**src/sv/rnmc_pkg.sv**
```systemverilog
package rnmc_pkg;

  // Sizes of the raster
  localparam int MaxWidth   = 128;
  localparam int MaxHeight  = 4096;
  localparam int ColW       = $clog2(MaxWidth);
  localparam int RowW       = $clog2(MaxHeight + 2);
  localparam int WidthRegW  = 8;
  localparam int HeightRegW = 13;
  localparam int CfgDataW   = 13;
  localparam int CountW     = 4;
  localparam int WinW       = 9;

  // Register indexes of the configuration port
  localparam logic RegFrameWidth  = 1'b0;
  localparam logic RegFrameHeight = 1'b1;

  // Kind of an input request
  localparam logic FuncCell  = 1'b0;
  localparam logic FuncDrain = 1'b1;

  // One column of the two line stores
  typedef struct packed {
    logic mid;
    logic up;
  } rnmc_pair_t;

  // Position masks for the neighbour count
  typedef struct packed {
    logic col_zero;
    logic left_ok;
    logic top_ok;
    logic bottom_ok;
  } rnmc_win_ctrl_t;

  typedef struct packed {
    logic              end_of_frame;
    logic              end_of_row;
    logic [CountW-1:0] neighbor_count;
    logic              is_marked;
  } rnmc_result_t;

endpackage

```
**src/sv/rnmc_cell.sv**
```systemverilog
module rnmc_cell (
  input  logic               clk_i,
  input  logic               rst_ni,
  input  logic               shift_i,
  input  logic               load_i,
  input  rnmc_pkg::rnmc_pair_t ins_i,
  input  rnmc_pkg::rnmc_pair_t nxt_i,
  output rnmc_pkg::rnmc_pair_t q_o
);

  rnmc_pkg::rnmc_pair_t pair_q, pair_d;

  // the insertion cell takes the new column, the others take their neighbour
  assign pair_d = load_i ? ins_i : nxt_i;
  assign q_o    = pair_q;

  always_ff @(posedge clk_i or negedge rst_ni) begin
    if (!rst_ni) begin
      pair_q <= '0;
    end else if (shift_i) begin
      pair_q <= pair_d;
    end
  end

endmodule

```
**src/sv/rnmc_window.sv**
```systemverilog
module rnmc_window (
  input  logic                          clk_i,
  input  logic                          rst_ni,
  input  logic                          shift_i,
  input  logic                          clear_i,
  input  logic [2:0]                    col_i,   // bit 0 upper, bit 1 middle, bit 2 new
  input  rnmc_pkg::rnmc_win_ctrl_t      ctrl_i,
  output logic                          marked_o,
  output logic [rnmc_pkg::CountW-1:0]   count_o
);

  logic [rnmc_pkg::WinW-1:0] win_q, win_d, win_next;

  assign win_next = {col_i, win_q[rnmc_pkg::WinW-1:3]};

  always_comb begin
    win_d = win_q;
    if (shift_i) begin
      win_d = win_next;
    end
    if (clear_i) begin
      win_d = '0;
    end
  end

  always_ff @(posedge clk_i or negedge rst_ni) begin
    if (!rst_ni) begin
      win_q <= '0;
    end else begin
      win_q <= win_d;
    end
  end

  // End of row: centre is the newest column of the old window.
  // Otherwise centre is the middle column of the shifted-in window.
  always_comb begin
    logic [rnmc_pkg::WinW-1:0] use_w;
    logic [2:0]                lc;
    logic [2:0]                cc;
    logic [2:0]                rc;
    logic                      t;
    logic                      b;
    logic                      lok;
    logic                      rok;
    logic [7:0]                nb;
    use_w = ctrl_i.col_zero ? win_q : win_next;
    lc    = ctrl_i.col_zero ? use_w[5:3] : use_w[2:0];
    cc    = ctrl_i.col_zero ? use_w[8:6] : use_w[5:3];
    rc    = use_w[8:6];
    t     = ctrl_i.top_ok;
    b     = ctrl_i.bottom_ok;
    lok   = ctrl_i.left_ok;
    rok   = !ctrl_i.col_zero;
    nb    = {lc[0] & t & lok, lc[1] & lok, lc[2] & b & lok,
             cc[0] & t, cc[2] & b,
             rc[0] & t & rok, rc[1] & rok, rc[2] & b & rok};
    marked_o = cc[1];
    count_o  = cc[1] ? '0 : rnmc_pkg::CountW'($countones(nb));
  end

endmodule

```
**src/sv/raster_neighbor_mark_count.sv**
```systemverilog
// Streaming 3x3 neighbour counter for a binary raster. Cells come in row-major
// order, one request per cycle, and each gives one result: the marked flag of
// the cell, or if it is empty the number (0..8) of marked cells around it, with
// cells outside the frame taken as empty. A result leaves frame_width+1 requests
// after its own cell, so frame_width+1 drain requests (tuser high) follow the
// last cell to flush the frame; surplus cells act as drains. The block takes one
// request every cycle with no bubbles; the only limit is the downstream ready,
// since a result register plus a skid register decouple the two sides. The two
// line stores are a chain of 128 two-bit cells that shift on every request; new
// data enters at cell frame_width-1 and leaves at cell 0, so the chain acts as a
// delay of exactly one row. No clearing pass is needed: stale line bits only
// ever fall outside the frame and are masked. Writing either register restarts
// the frame; write only while the block is idle.
module raster_neighbor_mark_count (
  input  logic                            clk_i,
  input  logic                            rst_ni,
  input  logic                            s_axis_tvalid,
  output logic                            s_axis_tready,
  input  logic [7:0]                      s_axis_tdata,  // [0] cell_marked
  input  logic                            s_axis_tuser,  // [0] func
  output logic                            m_axis_tvalid,
  input  logic                            m_axis_tready,
  output logic [7:0]                      m_axis_tdata,  // [0] is_marked, [4:1] neighbor_count
  output logic                            m_axis_tlast,  // end_of_frame
  output logic                            m_axis_tuser,  // [0] end_of_row
  input  logic                            cfg_we_i,
  input  logic                            cfg_idx_i,
  input  logic [rnmc_pkg::CfgDataW-1:0]   cfg_data_i
);

  localparam int ColW = rnmc_pkg::ColW;
  localparam int RowW = rnmc_pkg::RowW;
  localparam int WW   = rnmc_pkg::WidthRegW;
  localparam int HW   = rnmc_pkg::HeightRegW;
  localparam int MaxW = rnmc_pkg::MaxWidth;

  // ---------------- configuration ----------------
  logic [WW-1:0] width_q;
  logic [HW-1:0] height_q;
  logic [WW-1:0] eff_w;
  logic [HW-1:0] eff_h;

  // zero acts as one, anything above the maximum as the maximum
  always_comb begin
    if (width_q == '0) begin
      eff_w = WW'(1);
    end else if (width_q > WW'(MaxW)) begin
      eff_w = WW'(MaxW);
    end else begin
      eff_w = width_q;
    end
    if (height_q == '0) begin
      eff_h = HW'(1);
    end else if (height_q > HW'(rnmc_pkg::MaxHeight)) begin
      eff_h = HW'(rnmc_pkg::MaxHeight);
    end else begin
      eff_h = height_q;
    end
  end

  always_ff @(posedge clk_i or negedge rst_ni) begin
    if (!rst_ni) begin
      width_q  <= WW'(MaxW);
      height_q <= HW'(1);
    end else if (cfg_we_i) begin
      case (cfg_idx_i)
        rnmc_pkg::RegFrameWidth:  width_q  <= cfg_data_i[WW-1:0];
        rnmc_pkg::RegFrameHeight: height_q <= cfg_data_i[HW-1:0];
        default: ;
      endcase
    end
  end

  // ---------------- input side and position ----------------
  logic            in_fire;
  logic            cell_v;
  logic [ColW-1:0] col_q;
  logic [RowW-1:0] row_q;
  logic            col_zero;
  logic [RowW:0]   cp2;      // centre row plus two
  logic [RowW:0]   h_plus1;
  logic            emit;
  logic            last_row;
  logic            frame_end;
  logic [WW-1:0]   col_inc;
  logic            wrap;
  rnmc_pkg::rnmc_win_ctrl_t win_ctrl;

  assign in_fire  = s_axis_tvalid & s_axis_tready;
  assign cell_v   = (s_axis_tuser == rnmc_pkg::FuncCell) & s_axis_tdata[0];
  assign col_zero = (col_q == '0);

  // at column zero the result is for the end of the row before last
  assign cp2      = col_zero ? {1'b0, row_q} : {1'b0, row_q} + 1'b1;
  assign h_plus1  = (RowW+1)'(eff_h) + 1'b1;
  assign emit     = (cp2 >= (RowW+1)'(2)) && (cp2 <= h_plus1);
  assign last_row = (cp2 == h_plus1);
  assign frame_end = emit & col_zero & last_row;

  assign win_ctrl.col_zero  = col_zero;
  assign win_ctrl.left_ok   = col_zero ? (eff_w >= WW'(2)) : (col_q >= ColW'(2));
  assign win_ctrl.top_ok    = (cp2 >= (RowW+1)'(3));
  assign win_ctrl.bottom_ok = (cp2 < h_plus1);

  assign col_inc = {1'b0, col_q} + 1'b1;
  assign wrap    = (col_inc >= eff_w);

  always_ff @(posedge clk_i or negedge rst_ni) begin
    if (!rst_ni) begin
      col_q <= '0;
      row_q <= '0;
    end else if (cfg_we_i) begin
      col_q <= '0;
      row_q <= '0;
    end else if (in_fire) begin
      if (frame_end) begin
        col_q <= '0;
        row_q <= '0;
      end else if (wrap) begin
        col_q <= '0;
        row_q <= row_q + 1'b1;
      end else begin
        col_q <= col_inc[ColW-1:0];
      end
    end
  end

  // ---------------- line store chain ----------------
  rnmc_pkg::rnmc_pair_t chain_q [MaxW];
  rnmc_pkg::rnmc_pair_t ins_pair;
  logic [ColW-1:0]      tap;

  assign tap          = ColW'(eff_w - 1'b1);
  assign ins_pair.mid = cell_v;
  assign ins_pair.up  = chain_q[0].mid;

  for (genvar k = 0; k < MaxW; k++) begin : g_cell
    rnmc_pkg::rnmc_pair_t nxt;
    if (k == MaxW - 1) begin : g_tail
      assign nxt = '0;
    end else begin : g_body
      assign nxt = chain_q[k+1];
    end
    rnmc_cell u_cell (
      .clk_i   (clk_i),
      .rst_ni  (rst_ni),
      .shift_i (in_fire),
      .load_i  (tap == ColW'(k)),
      .ins_i   (ins_pair),
      .nxt_i   (nxt),
      .q_o     (chain_q[k])
    );
  end

  // ---------------- 3x3 window and count ----------------
  logic                        marked;
  logic [rnmc_pkg::CountW-1:0] count;

  rnmc_window u_window (
    .clk_i    (clk_i),
    .rst_ni   (rst_ni),
    .shift_i  (in_fire),
    .clear_i  (cfg_we_i | (in_fire & frame_end)),
    .col_i    ({cell_v, chain_q[0].mid, chain_q[0].up}),
    .ctrl_i   (win_ctrl),
    .marked_o (marked),
    .count_o  (count)
  );

  // ---------------- result register and skid ----------------
  rnmc_pkg::rnmc_result_t new_res;
  rnmc_pkg::rnmc_result_t out_q, out_d, skid_q, skid_d;
  logic out_v_q, out_v_d, skid_v_q, skid_v_d;
  logic out_fire, have_new;

  assign new_res.is_marked      = marked;
  assign new_res.neighbor_count = count;
  assign new_res.end_of_row     = col_zero;
  assign new_res.end_of_frame   = frame_end;

  assign out_fire = out_v_q & m_axis_tready;
  assign have_new = in_fire & emit;

  always_comb begin
    out_d    = out_q;
    out_v_d  = out_v_q;
    skid_d   = skid_q;
    skid_v_d = skid_v_q;
    if (skid_v_q) begin
      if (out_fire) begin
        out_d    = skid_q;
        skid_v_d = 1'b0;
      end
    end else if (out_v_q && !out_fire) begin
      if (have_new) begin
        skid_d   = new_res;
        skid_v_d = 1'b1;
      end
    end else if (have_new) begin
      out_d   = new_res;
      out_v_d = 1'b1;
    end else if (out_fire) begin
      out_v_d = 1'b0;
    end
  end

  always_ff @(posedge clk_i or negedge rst_ni) begin
    if (!rst_ni) begin
      out_v_q  <= 1'b0;
      skid_v_q <= 1'b0;
    end else begin
      out_v_q  <= out_v_d;
      skid_v_q <= skid_v_d;
    end
  end

  always_ff @(posedge clk_i) begin
    out_q  <= out_d;
    skid_q <= skid_d;
  end

  assign s_axis_tready = !skid_v_q;
  assign m_axis_tvalid = out_v_q;
  assign m_axis_tdata  = {3'b000, out_q.neighbor_count, out_q.is_marked};
  assign m_axis_tlast  = out_q.end_of_frame;
  assign m_axis_tuser  = out_q.end_of_row;

  // ---------------- assertions ----------------
  a_skid_needs_out: assert property (@(posedge clk_i) disable iff (!rst_ni)
    skid_v_q |-> out_v_q)
    else $error("skid holds a result while the output register is empty");

  a_count_range: assert property (@(posedge clk_i) disable iff (!rst_ni)
    out_v_q |-> (out_q.neighbor_count <= 4'd8))
    else $error("neighbour count above eight");

  a_marked_zero: assert property (@(posedge clk_i) disable iff (!rst_ni)
    (out_v_q && out_q.is_marked) |-> (out_q.neighbor_count == '0))
    else $error("marked cell with a non-zero count");

  a_frame_end_row: assert property (@(posedge clk_i) disable iff (!rst_ni)
    (out_v_q && out_q.end_of_frame) |-> out_q.end_of_row)
    else $error("frame end not on a row end");

  a_col_range: assert property (@(posedge clk_i) disable iff (!rst_ni)
    1'b1 |-> ({1'b0, col_q} < eff_w))
    else $error("column beyond frame width");

  a_frame_restart: assert property (@(posedge clk_i) disable iff (!rst_ni)
    (in_fire && frame_end && !cfg_we_i) |=> (col_q == '0 && row_q == '0))
    else $error("position not cleared after frame end");

endmodule

```
**config.mk**
```make
export PLATFORM = sky130hd
export DESIGN_NAME = raster_neighbor_mark_count
export DESIGN_NICKNAME = d
export VERILOG_FILES = /design/src/sv/rnmc_pkg.sv /design/src/sv/rnmc_cell.sv /design/src/sv/rnmc_window.sv /design/src/sv/raster_neighbor_mark_count.sv
export SDC_FILE = /design/constraint.sdc
export NUM_CORES = 1
export LEC_CHECK = 0
export ABC_AREA = 1
export BUFFER_PORTS_ARGS = -buffer_cell sky130_fd_sc_hd__buf_2
export CAP_MARGIN = 20
export CELL_PAD_IN_SITES_DETAIL_PLACEMENT = 0
export CELL_PAD_IN_SITES_GLOBAL_PLACEMENT = 1
export CORE_UTILIZATION = 25
export DETAILED_ROUTE_END_ITERATION = 7
export PLACE_DENSITY = 0.58
export SKIP_CTS_REPAIR_TIMING = 1
export SYNTH_ARGS = -nofsm -noshare
export SYNTH_HDL_FRONTEND = slang
export SYNTH_SLANG_ARGS = --single-unit
```
**constraint.sdc**
```tcl
create_clock -name clk_i -period 15.6 [get_ports clk_i]
set_input_delay 0.78 -clock clk_i [delete_from_list [all_inputs] [get_ports clk_i]]
set_output_delay 0.78 -clock clk_i [all_outputs]
set_load 0.005 [all_outputs]
```
==> results.toml <==
[timing]
holdWs_ns = 0.2933
fin_crit_ns = 5.782
fmax_mhz = 173.0
fin_tns_setup_ns = 0
rsz0062_at_grt = "false"
post-route-period-util_pct = 37.06
finalSetupViolCount = 0
finalHoldViolations = 0
tightestPinTransition_ns = 1.150
slew_viol_final = 0
clock_skew_ns = 0.01333
max_slew_margin_pct = 23.30

[setup_path]
critical_path_class = "flop to flop"
crit_path_end_kind = "flop"
max_stage_delay_ns = 0.47
startpoint_type = "flop"
arrival_ns = 6.10
crit_top_cell = "inv_1"
required_ns = 15.92
crit_slowest_cell = "fa_1"
path_max_fanout = 4

[global_routing]
grt_pass1_wl_um = 88350
grt_start_max_net_pins = 114
globalRouteOverflowTotal = 0
grt_pass1_vias = 16634
grt_usage_pct = 14.02
antenna_found_initial = 1

[power_and_ir_drop]
peakVddDrop_mv = 0.08506
power.share.switching_pct = 39.55
clkPwrFrac_pct = 28.4
p_int_mw = 2.063
sequentialPowerShare_pct = 37.9
p_comb_share_pct = 33.8
p_sw_mw = 1.350
p_leak_nw = 11.28
pwr_density_cell_nw_per_um2 = 161.4

[detailed_routing]
wire_per_inst_um = 14.55
routed_wl_um = 53400
drc = 0
viasPerCell = 4.556
postRouteAntennaNets = 0
dr.pass1.iters = 5
drt_iter0_drc = 1158
vias = 16725

[synthesis]
synth_area_leaders = "dfrtp_1 (40%), nand2_1 (21%), nand3_1 (13%)"
syn_avg_cell_area_sq_um = 6.926
ys_ff_latch = 319
async_reset_ff_share_pct = 95.61
yosysWarnings = 0
synth_ff_type = "dfrtp_1"
netlist.area_leader.share_pct = 39.82
synth_cells = 2749
synthTopCellsByCount = "nand2_1 (1041), nand3_1 (502), inv_1 (372)"
synth_cell_types = 45
yosysTopAreaCell = "dfrtp_1"
yosys.cell_count.top_type = "nand2_1"
yosysSeqAreaShare_pct = 42.31
syn_area_sq_um = 19040
synth_enable_flop_cells = 14

[final_layout]
nets = 2736
fillers = 8216
n_antenna_cell = 0
drive_gt1_share_pct = 6.366
utilization_pct = 28.21
syn_to_final_growth_pct = 11.03

[clocking]
cts_buffers = 42
cts.htree.levels = 2
cts-root-buf = "clkbuf_16"
clk_latency_ns = 0.56
clk_pin_slew_ns = 0.06
cts_tree = "done"
clockBufferDepth = 3
clock-sinks = 319

[floorplanning]
fp.dieW_um = 278.0
io_pins = 40
die_h_um = 278.0
core-area_sq_um = 74950
start_util_pct = 25.41
die-area_sq_um = 77270
rows = 100

[job]
maxCapViolCount = 0

[place]
portBuffers = 29
gp_congestion = 0.8059
dp_hpwl_um = 32920

[min_path]
worstHoldPathType = "primary input to async pin"

[status]
status = "completed"
logic make-up (layout without fill, tap and decap cells):
group	count (synthesis)	after routing	synth area share, %
buffers and inverters	559	510	12.02
other	2	4	0.03944
AND/OR/NAND/NOR	1724	1724	39.58
adder cells (fa/ha/maj)	37	37	2.589
XOR/XNOR	15	15	0.6900
flip-flops	319	319	42.31
multiplexers	2	2	0.1183
AO/OA/AOI/OAI	91	91	2.655
state kept, by name, summed over array words and instances, names as in the netlist:
signal / flops
m_axis_tuser: 1
m_axis_tdata: 5
width_q: 8
row_q: 13
height_q: 13
skid_q: 7
m_axis_tlast: 1
m_axis_tvalid: 1
g_cell.u_cell.q_o: 256
col_q: 7
u_window.win_q: 6
skid_v_q: 1
layer usage:
layer	wire length [um]	GRT usage, %	share of wire, %
met3	2067	2.241	3.9
met5	0	0	0
met1	25400	18.59	48
met4	918	3.216	1.7
met2	25010	23.79	47
worst max-delay path: cells and delay by family, from the launching register on:
| family | cells | cell delay, ns |
|---|---|---|
| adder cells (fa/ha/maj) | 7 | 2.20 |
| AND/OR/NAND/NOR | 15 | 2.00 |
| buffers and inverters | 7 | 0.54 |
| AO/OA/AOI/OAI | 3 | 0.42 |
| flip-flops | 1 | 0.39 |
cell usage in the layout (no fill, tap or decap), drive strengths merged, types with 5 or more instances in the layout:
cell / count
dfrtp: 303
edfxtp: 14
o22ai: 5
nand2: 1049
nor3: 16
clkbuf: 66
ha: 33
inv: 381
buf: 48
a21oi: 24
clkinv: 11
xor2: 12
nor2: 76
o21ai: 57
nand3: 508
nand4: 69
stage by stage:
step	cell area [sq um]	instances	power [mW]	setup slack, ns
3_5_place_dp	19740	3595	2.476	9.817
2_1_floorplan	19050	2751	2.141	10.45
6_report	21140	3671	3.413	9.818
3_3_place_gp	19740	3595	2.457	9.773
4_1_cts	21110	3670	3.477	9.802
5_1_grt	21140	3671	3.709	9.312
worst paths after layout:
check / start / endpoint / slack [ns] / cells past startpoint
worst max-delay path: height_q[7] / m_axis_tdata[3] / 9.82 / 32
worst min-delay path: rst_ni / g_cell[46].u_cell.q_o[0] / 0.29 / 1
worst max register to register: height_q[7] / m_axis_tdata[3] / 9.82 / 32
min in group clk_i: cfg_data_i[11] / height_q[11] / 0.46 / 2
worst min register to register: g_cell[32].u_cell.q_o[0] / g_cell[32].u_cell.q_o[0] / 0.48 / 2
max in group asynchronous: rst_ni / g_cell[69].u_cell.q_o[0] / 13.09 / 3
power by group through the flow:
stage          Combinational (mW)  Clock, mW  Sequential, mW
2_1_floorplan               0.888          0            1.25
4_1_cts                      1.18       1.00            1.30
3_5_place_dp                 1.17          0            1.31
3_3_place_gp                 1.15          0            1.30
5_1_grt                      1.34       1.04            1.33
6_report                     1.15      0.968            1.29
cell type report:
class	count	area (sq um)	area share (%)
clock inverter	9	77.57	0.3670
tap	969	1212	5.735
multi-input combinational	1873	8720	41.25
clock buffer	66	1295	6.126
sequential	319	8055	38.10
timing repair buffer	48	317.8	1.503
inverter	387	1463	6.919
Power figures use the tool's default switching activity.
